===== src/hw/rtl/assert_macros.svh =====
// Assertion macros shared by the slot table RTL.
// Included by modules that carry concurrent assertions; no other dependencies.
`ifndef ASSERT_MACROS_SVH
`define ASSERT_MACROS_SVH

// Checked on every rising clock edge, suspended while reset is high
`define ST_ASSERT(label, prop, msg) \
   label: assert property (@(posedge clock) disable iff (reset) prop) else $error(msg);

// Checked on every rising clock edge, reset included
`define ST_ASSERT_ALWAYS(label, prop, msg) \
   label: assert property (@(posedge clock) prop) else $error(msg);

`endif


===== src/hw/rtl/stwe_pkg.sv =====
// Package for the slot table with expiry: request/response structs, kind codes
// and configuration register indexes. No dependencies.
`default_nettype none

package stwe_pkg;

   // Default sizing
   localparam int SLOTS_DEF    = 16;
   localparam int KEY_BITS_DEF = 64;

   // Fixed field widths
   localparam int KIND_W   = 3;
   localparam int KEY_W    = 64;
   localparam int INDEX_W  = 4;
   localparam int FREED_W  = 5;
   localparam int SIU_W    = 5;
   localparam int TTL_W    = 31;
   localparam int TIME_W   = 32;
   localparam int CSR_IDX_W  = 4;
   localparam int CSR_DATA_W = 32;

   // Request kinds
   localparam logic [KIND_W-1:0] KIND_ENTER = 3'd0;
   localparam logic [KIND_W-1:0] KIND_LEAVE = 3'd1;
   localparam logic [KIND_W-1:0] KIND_TOUCH = 3'd2;
   localparam logic [KIND_W-1:0] KIND_SWEEP = 3'd3;
   localparam logic [KIND_W-1:0] KIND_TICK  = 3'd4;

   // Configuration register indexes
   localparam logic [CSR_IDX_W-1:0] CSR_SLOTS_IN_USE = 4'd0;
   localparam logic [CSR_IDX_W-1:0] CSR_TTL_TICKS    = 4'd1;

   // Register reset values
   localparam logic [SIU_W-1:0] SIU_RESET = 5'd16;
   localparam logic [TTL_W-1:0] TTL_RESET = 31'd60;

   typedef struct packed {
      logic [KIND_W-1:0] kind;
      logic [KEY_W-1:0]  key;
   } req_type;

   typedef struct packed {
      logic               ok;
      logic [INDEX_W-1:0] slot_index;
      logic [FREED_W-1:0] freed_count;
   } rsp_type;

endpackage

`default_nettype wire


===== src/hw/rtl/slot_table_with_expiry.sv =====
// Slot table with expiry: session admission table kept in two synchronous RAMs.
// Depends on stwe_pkg and assert_macros.svh.
//
// One request is taken when start is high and busy is low; busy then stays high
// while the entries are scanned through the single read port of the key and
// stamp RAMs, one entry per cycle. Enter, leave and touch stop at the first
// matching entry; sweep visits every entry in use. With n = min(slots_in_use,
// SLOTS) entries considered, a request reads at most n entries (tick, unused
// kinds and zero-key leave/touch read none). The response is
// driven with rsp_valid for exactly one cycle, the cycle after busy falls, and
// must be captured then: the receiver cannot stall the block. Occupancy is held
// in per-slot flip-flops cleared by reset, so no clearing pass is needed.
// Configuration writes are taken whenever busy is low.
`default_nettype none
`include "assert_macros.svh"

module slot_table_with_expiry #(
   parameter int SLOTS    = stwe_pkg::SLOTS_DEF,
   parameter int KEY_BITS = stwe_pkg::KEY_BITS_DEF
) (
   input  wire logic                                clock,
   input  wire logic                                reset,
   // Request transaction
   input  wire logic                                start,
   output logic                                     busy,
   input  wire stwe_pkg::req_type                   req_data,
   // Response transaction
   output logic                                     rsp_valid,
   output stwe_pkg::rsp_type                        rsp_data,
   // Configuration write
   input  wire logic                                csr_valid,
   output logic                                     csr_ready,
   input  wire logic [stwe_pkg::CSR_IDX_W-1:0]      csr_index,
   input  wire logic [stwe_pkg::CSR_DATA_W-1:0]     csr_wdata
);

   localparam int IDX_BITS = (SLOTS > 1) ? $clog2(SLOTS) : 1;
   localparam int CNT_BITS = $clog2(SLOTS + 1);

   localparam logic ST_IDLE = 1'b0;
   localparam logic ST_SCAN = 1'b1;

   // Control and configuration state
   logic                              state_ff, state_in;
   logic [stwe_pkg::SIU_W-1:0]        siu_ff;
   logic [stwe_pkg::TTL_W-1:0]        ttl_ff;
   logic [stwe_pkg::TIME_W-1:0]       time_ff;
   logic [stwe_pkg::KIND_W-1:0]       kind_ff;
   logic [KEY_BITS-1:0]               key_ff;
   logic [CNT_BITS-1:0]               n_ff, n_in;
   logic [CNT_BITS-1:0]               cnt_ff, cnt_in;
   logic [CNT_BITS-1:0]               freed_ff, freed_in;
   logic                              p_vld_ff, p_vld_in;
   logic [IDX_BITS-1:0]               p_idx_ff, p_idx_in;
   logic [SLOTS-1:0]                  valid_ff;
   logic                              rsp_valid_ff;
   stwe_pkg::rsp_type                 rsp_data_ff, rsp_data_in;

   // Storage
   logic [KEY_BITS-1:0]               key_mem_ff   [SLOTS];
   logic [stwe_pkg::TIME_W-1:0]       stamp_mem_ff [SLOTS];
   logic [KEY_BITS-1:0]               rd_key_ff;
   logic [stwe_pkg::TIME_W-1:0]       rd_stamp_ff;

   logic                              accept;
   logic                              csr_we;
   logic [CNT_BITS-1:0]               n_act;
   logic                              rd_en;
   logic [IDX_BITS-1:0]               rd_addr;
   logic                              cur_valid;
   logic                              key_eq;
   logic [stwe_pkg::TIME_W-1:0]       age;
   logic                              expired;
   logic                              hit;
   logic                              sweep_free;
   logic                              finish;
   logic                              key_we;
   logic                              stamp_we;
   logic [IDX_BITS+stwe_pkg::INDEX_W-1:0] idx_wide;
   logic [CNT_BITS+stwe_pkg::FREED_W-1:0] freed_wide;

   assign busy      = (state_ff == ST_SCAN);
   assign accept    = start && !busy;
   assign csr_ready = !busy;
   assign csr_we    = csr_valid && csr_ready;
   assign rsp_valid = rsp_valid_ff;
   assign rsp_data  = rsp_data_ff;

   // Slots considered, clamped to the table size
   always_comb begin
      if ({{(32-stwe_pkg::SIU_W){1'b0}}, siu_ff} > 32'(SLOTS)) begin
         n_act = CNT_BITS'(SLOTS);
      end else begin
         n_act = CNT_BITS'(siu_ff);
      end
   end

   // Compare stage on the registered read data
   assign cur_valid  = valid_ff[p_idx_ff];
   assign key_eq     = (rd_key_ff == key_ff);
   assign age        = time_ff - rd_stamp_ff;
   assign expired    = cur_valid && (age > {1'b0, ttl_ff});
   assign sweep_free = p_vld_ff && (kind_ff == stwe_pkg::KIND_SWEEP) && expired;

   always_comb begin
      case (kind_ff)
         stwe_pkg::KIND_ENTER: hit = p_vld_ff && !cur_valid;
         stwe_pkg::KIND_LEAVE,
         stwe_pkg::KIND_TOUCH: hit = p_vld_ff && cur_valid && key_eq;
         default:              hit = 1'b0;
      endcase
   end

   assign finish   = busy && (hit || ((cnt_ff == n_ff) && !p_vld_ff));
   assign rd_en    = busy && !hit && (cnt_ff != n_ff);
   assign rd_addr  = cnt_ff[IDX_BITS-1:0];
   assign key_we   = hit && (kind_ff == stwe_pkg::KIND_ENTER);
   assign stamp_we = hit && ((kind_ff == stwe_pkg::KIND_ENTER) ||
                             (kind_ff == stwe_pkg::KIND_TOUCH));

   assign idx_wide   = {{stwe_pkg::INDEX_W{1'b0}}, p_idx_ff};
   assign freed_wide = {{stwe_pkg::FREED_W{1'b0}}, freed_ff};

   // Sequencer next state
   always_comb begin
      state_in    = state_ff;
      n_in        = n_ff;
      cnt_in      = cnt_ff;
      freed_in    = freed_ff;
      p_vld_in    = rd_en;
      p_idx_in    = rd_addr;
      rsp_data_in = rsp_data_ff;
      if (accept) begin
         state_in = ST_SCAN;
         cnt_in   = '0;
         freed_in = '0;
         p_vld_in = 1'b0;
         case (req_data.kind)
            stwe_pkg::KIND_ENTER,
            stwe_pkg::KIND_SWEEP: n_in = n_act;
            stwe_pkg::KIND_LEAVE,
            stwe_pkg::KIND_TOUCH: n_in = (req_data.key[KEY_BITS-1:0] != '0) ? n_act : '0;
            default:              n_in = '0;
         endcase
      end else if (busy) begin
         if (rd_en) begin
            cnt_in = cnt_ff + 1'b1;
         end
         if (sweep_free) begin
            freed_in = freed_ff + 1'b1;
         end
         if (finish) begin
            state_in                = ST_IDLE;
            p_vld_in                = 1'b0;
            rsp_data_in.ok          = hit;
            rsp_data_in.slot_index  = hit ? idx_wide[stwe_pkg::INDEX_W-1:0] : '0;
            rsp_data_in.freed_count = freed_wide[stwe_pkg::FREED_W-1:0];
         end
      end
   end

   // Control registers
   always_ff @(posedge clock) begin
      if (reset) begin
         state_ff     <= ST_IDLE;
         siu_ff       <= stwe_pkg::SIU_RESET;
         ttl_ff       <= stwe_pkg::TTL_RESET;
         time_ff      <= '0;
         n_ff         <= '0;
         cnt_ff       <= '0;
         freed_ff     <= '0;
         p_vld_ff     <= 1'b0;
         rsp_valid_ff <= 1'b0;
      end else begin
         state_ff     <= state_in;
         n_ff         <= n_in;
         cnt_ff       <= cnt_in;
         freed_ff     <= freed_in;
         p_vld_ff     <= p_vld_in;
         rsp_valid_ff <= finish;
         if (accept && (req_data.kind == stwe_pkg::KIND_TICK)) begin
            time_ff <= time_ff + 1'b1;
         end
         if (csr_we) begin
            case (csr_index)
               stwe_pkg::CSR_SLOTS_IN_USE: siu_ff <= csr_wdata[stwe_pkg::SIU_W-1:0];
               stwe_pkg::CSR_TTL_TICKS:    ttl_ff <= csr_wdata[stwe_pkg::TTL_W-1:0];
               default: ;
            endcase
         end
      end
   end

   // Payload registers
   always_ff @(posedge clock) begin
      p_idx_ff    <= p_idx_in;
      rsp_data_ff <= rsp_data_in;
      if (accept) begin
         kind_ff <= req_data.kind;
         key_ff  <= req_data.key[KEY_BITS-1:0];
      end
   end

   // Occupancy bits: set by a non-zero enter, cleared by leave and sweep
   always_ff @(posedge clock) begin
      if (reset) begin
         valid_ff <= '0;
      end else begin
         if (key_we && (key_ff != '0)) begin
            valid_ff[p_idx_ff] <= 1'b1;
         end
         if ((hit && (kind_ff == stwe_pkg::KIND_LEAVE)) || sweep_free) begin
            valid_ff[p_idx_ff] <= 1'b0;
         end
      end
   end

   // Key and stamp RAMs, one registered read port
   always_ff @(posedge clock) begin
      if (key_we) begin
         key_mem_ff[p_idx_ff] <= key_ff;
      end
      if (stamp_we) begin
         stamp_mem_ff[p_idx_ff] <= time_ff;
      end
      if (rd_en) begin
         rd_key_ff   <= key_mem_ff[rd_addr];
         rd_stamp_ff <= stamp_mem_ff[rd_addr];
      end
   end

   // Checks
   `ST_ASSERT(a_rsp_when_idle, rsp_valid |-> !busy, "response strobe while busy")
   `ST_ASSERT(a_accept_busy, (start && !busy) |=> busy, "accepted request did not raise busy")
   `ST_ASSERT(a_inflight_busy, p_vld_ff |-> busy, "read in flight while idle")
   `ST_ASSERT(a_scan_bound, cnt_ff <= n_ff, "scan ran past slots in use")
   `ST_ASSERT(a_freed_bound, freed_ff <= n_ff || !busy, "freed more slots than scanned")

endmodule

`default_nettype wire

===== config.mk =====
export PLATFORM = sky130hd
export DESIGN_NAME = slot_table_with_expiry
export DESIGN_NICKNAME = d
export VERILOG_FILES = /design/src/hw/rtl/stwe_pkg.sv /design/src/hw/rtl/slot_table_with_expiry.sv
export VERILOG_INCLUDE_DIRS = /design/src /design/src/hw/rtl
export SDC_FILE = /design/constraint.sdc
export NUM_CORES = 2
export LEC_CHECK = 0
export BUFFER_PORTS_ARGS = -buffer_cell sky130_fd_sc_hd__buf_4
export CAP_MARGIN = 10
export CORE_UTILIZATION = 40
export DETAILED_ROUTE_END_ITERATION = 10
export HOLD_SLACK_MARGIN = 0.15
export SLEW_MARGIN = 20
export SYNTH_ARGS = -nofsm -noshare
export SYNTH_HDL_FRONTEND = slang
export SYNTH_SLANG_ARGS = --single-unit

===== constraint.sdc =====
create_clock -name clock -period 6.85 [get_ports clock]
set_clock_uncertainty 0.15 [all_clocks]
set_input_delay 1.0275 -clock clock [delete_from_list [all_inputs] [get_ports clock]]
set_output_delay 1.0275 -clock clock [all_outputs]
set_load 0.02 [all_outputs]

==> qor.txt <==
outcome: complete, no violations
Fillers: 14500
I/O Pins: 120
HP Start: req_data[0]
peak supply drop: 0.259 mV
Flop pwr share: 0.546
first-pass iteration count of the detailed router: 6
Clock power frac: 0.438
setup_tns: 0 ns
Sw Share: 0.206
EDFF count, synth: 1709
Num Clock Sinks: 1815
Comb power frac: 0.016
DRT iter0 DRCs: 3462
largest net degree at the start of global routing: 115
post-cts repair resize count: 0
global-route wire length before repair: 244 mm
actual slew at the worst max-slew pin: 1.14 ns
Post-route DRC: 0
initial core utilization: 0.404
CP Capture Type: flop
Worst Setup SP: time_ff[1]
PwrDens: 277 nW/µm²
cts hold-fix bufs: 1
Num CTS Buffers: 186
CTS Root Cell: clkbuf_16
CTS tree: done
max-slew violations: 0
chip width: 422 µm
core area: 175000 µm²
post-CTS setup buffer count: 0
CP Class: flop to flop
final hold vios: 0
Die Area: 178000 µm²
GR Overflow Total: 0
maxcap violations: 0
Leakage: 25.4 nW
Max Clk Rate: 0.167 GHz
Final setup viols: 0
final worst path period need: 6.00 ns
Die Ht: 422 µm
Worst-path clk slew: 0.06 ns
Pwr Total: 0.0225 W
#FFs+latches synth: 1815
vias in the first global route: 34800
FF+latch area: 53500 µm²
Clock Latency Late Sink: 0.85 ns
Pint: 0.0178 W
CP startpoint kind: flop
count of warnings emitted by yosys: 0
all-layer global routing usage: 0.190
Seq/Total Area, Yosys: 0.757
Tcrit/Tclk final: 0.876
relative slew slack: 0.239
Routed wire per std cell: 27.5 µm
hold_ws: 0.214 ns
Placed Area: 75100 µm²
Cells after Synth: 3355
Avg Vias per Cell: 5.55
Clock Path Buffers: 3
synth unique cells: 66
initial antenna violation count: 8
CP arrival: 6.64 ns
Final Cell Area: 81100 µm²
Net count, final: 3802
worst-path maximum fanout: 22
Syn Nets: 3528
RSZ-0062 raised after global routing: no
Post-Syn Area per Cell: 21.0 µm²
num rows: 153
share of layout cells above drive strength 1: 0.268
area of the multi-input gates: 16600 µm²
area grow syn2layout: 14.8%
prevailing post-synth register cell: edfxtp_1
FF-to-FF Start: time_ff[1]
WP data required: 7.48 ns
routability cong.: 0.814
antenna-violating nets left: 0
H-tree depth: 4
asr flop ratio synth: 0
dpl hpwl: 92.2 mm
worst min path class: input pin to flop
DRT Wirelength: 168 mm
PortBufs: 118
vias: 33900
Synth Cell Area: 70600 µm²
P_sw: 0.00463 W
==> worst paths after layout <==
path | to | cells after the start | slack (ns)
worst max-delay path | valid_ff[1] | 20 | 0.85
worst max register to register | valid_ff[1] | 20 | 0.85
worst min-delay path | key_ff[0] | 1 | 0.21
worst min register to register | ttl_ff[20] | 2 | 0.31
==> synth_stat cells (11+ instances only) <==
cell / count / area, µm²
edfxtp_1: 1709 / 51300
clkbuf_1: 78 / 293
buf_1: 50 / 188
inv_1: 68 / 255
a21o_1: 12 / 90.1
nand3_1: 32 / 160
o21ai_0: 24 / 120
xor2_1: 69 / 604
dfxtp_1: 106 / 2120
nor2_1: 160 / 601
ha_1: 65 / 813
nor3_1: 11 / 55.1
o21a_1: 20 / 150
nor4_1: 52 / 325
nand4_1: 35 / 219
a21oi_1: 68 / 340
nand2_1: 114 / 428
xnor2_1: 61 / 534
mux4_2: 481 / 10800
==> worst max-delay path, cell delays in order, from the launching register on <==
cell      delay [ns]
dfxtp_1         0.77
ha_1            0.35
nand2b_1        0.09
a21oi_1         0.12
o41ai_2         0.38
o221ai_1        0.21
buf_4           0.19
a211oi_1        0.37
nor2b_1         0.14
o41ai_2         0.36
xnor2_1         0.17
ha_1            0.27
and4_1          0.22
nand3_1         0.16
nor4_1          0.10
a21boi_0        0.14
nor4_1          0.67
nor2_1          0.10
a21oi_1         0.15
o21a_1          0.63
o21a_1          0.18
==> power groups by stage <==
| stage | registers, W | logic, W | clock network (W) |
|---|---|---|---|
| after floorplan | 0.0125 | 0.000173 | 0 |
| after global placement | 0.0125 | 0.000364 | 0 |
| after detailed placement | 0.0125 | 0.000367 | 0 |
| after CTS | 0.0123 | 0.000368 | 0.0101 |
| after global routing | 0.0123 | 0.000386 | 0.0105 |
| final | 0.0123 | 0.000362 | 0.00985 |
==> logic make-up (layout without fill, tap and decap cells) <==
kind of cell,after synthesis,count (layout),share of synthesized area
flops,1815,1815,0.757
mux,494,494,0.156
simple gates,474,474,0.0326
buf+inv,205,634,0.0113
compound gates,171,171,0.0156
xor+xnor,130,130,0.0161
fa+ha+maj,66,66,0.0118
other cells,0,2,0
==> final cells by class <==
class	instances	share of cell area
sequential	1815	0.660
multi-input combinational	1335	0.205
clock buffer	235	0.0611
tap	2325	0.0359
timing repair buffer	222	0.0227
clock inverter	108	0.0123
inverter	69	0.00323
antenna	2	0.0000617
==> flip-flops by register name, summed over array words and instances, names as in the netlist, 10 cells and up <==
register and flops:
rd_stamp_ff 32, time_ff 32, rsp_data 10, stamp_mem_ff 512, rd_key_ff 64, ttl_ff 31, key_mem_ff 1024, valid_ff 16
key_ff 64
==> stage by stage <==
stage	std cells	setup WS, ns	utilization
after floorplan	3355	1.82	-
after global placement	5762	0.985	0.430
after detailed placement	5765	0.930	0.430
after CTS	6109	0.925	0.464
after global routing	6109	0.541	0.464
final	6111	0.847	0.464
==> cells in the final DEF (no fill, tap or decap), types with 8 or more instances in the layout <==
cell and instances:
o21ai_0 24, nand3_1 32, mux4_2 481, nand2_1 113, nor2_1 127, clkbuf_1 42, a21o_1 12, edfxtp_1 1709
bufinv_16 11, ha_1 65, xor2_1 69, and3_1 10, nor2_4 33, o21a_1 20, inv_1 67, buf_4 208
dfxtp_1 102, buf_12 10, clkinv_1 47, nor3_1 11, clkbuf_16 190, nor2b_1 10, nand2b_1 10, a21oi_1 68
clkinv_2 29, xnor2_1 61, or3_1 8, nand4_1 35, mux2i_1 10, a211oi_1 8, nor4_1 52
==> routing by layer <==
metal / up-vias / GRT usage / share of wire
met5: - / 0 / 0
met4: 0 / 0.0555 / 0.025
met3: 254 / 0.0342 / 0.059
met2: 1031 / 0.311 / 0.49
met1: 18200 / 0.260 / 0.42
li1: 14400 / - / -
No activity file was read; power rests on OpenSTA's default activity.
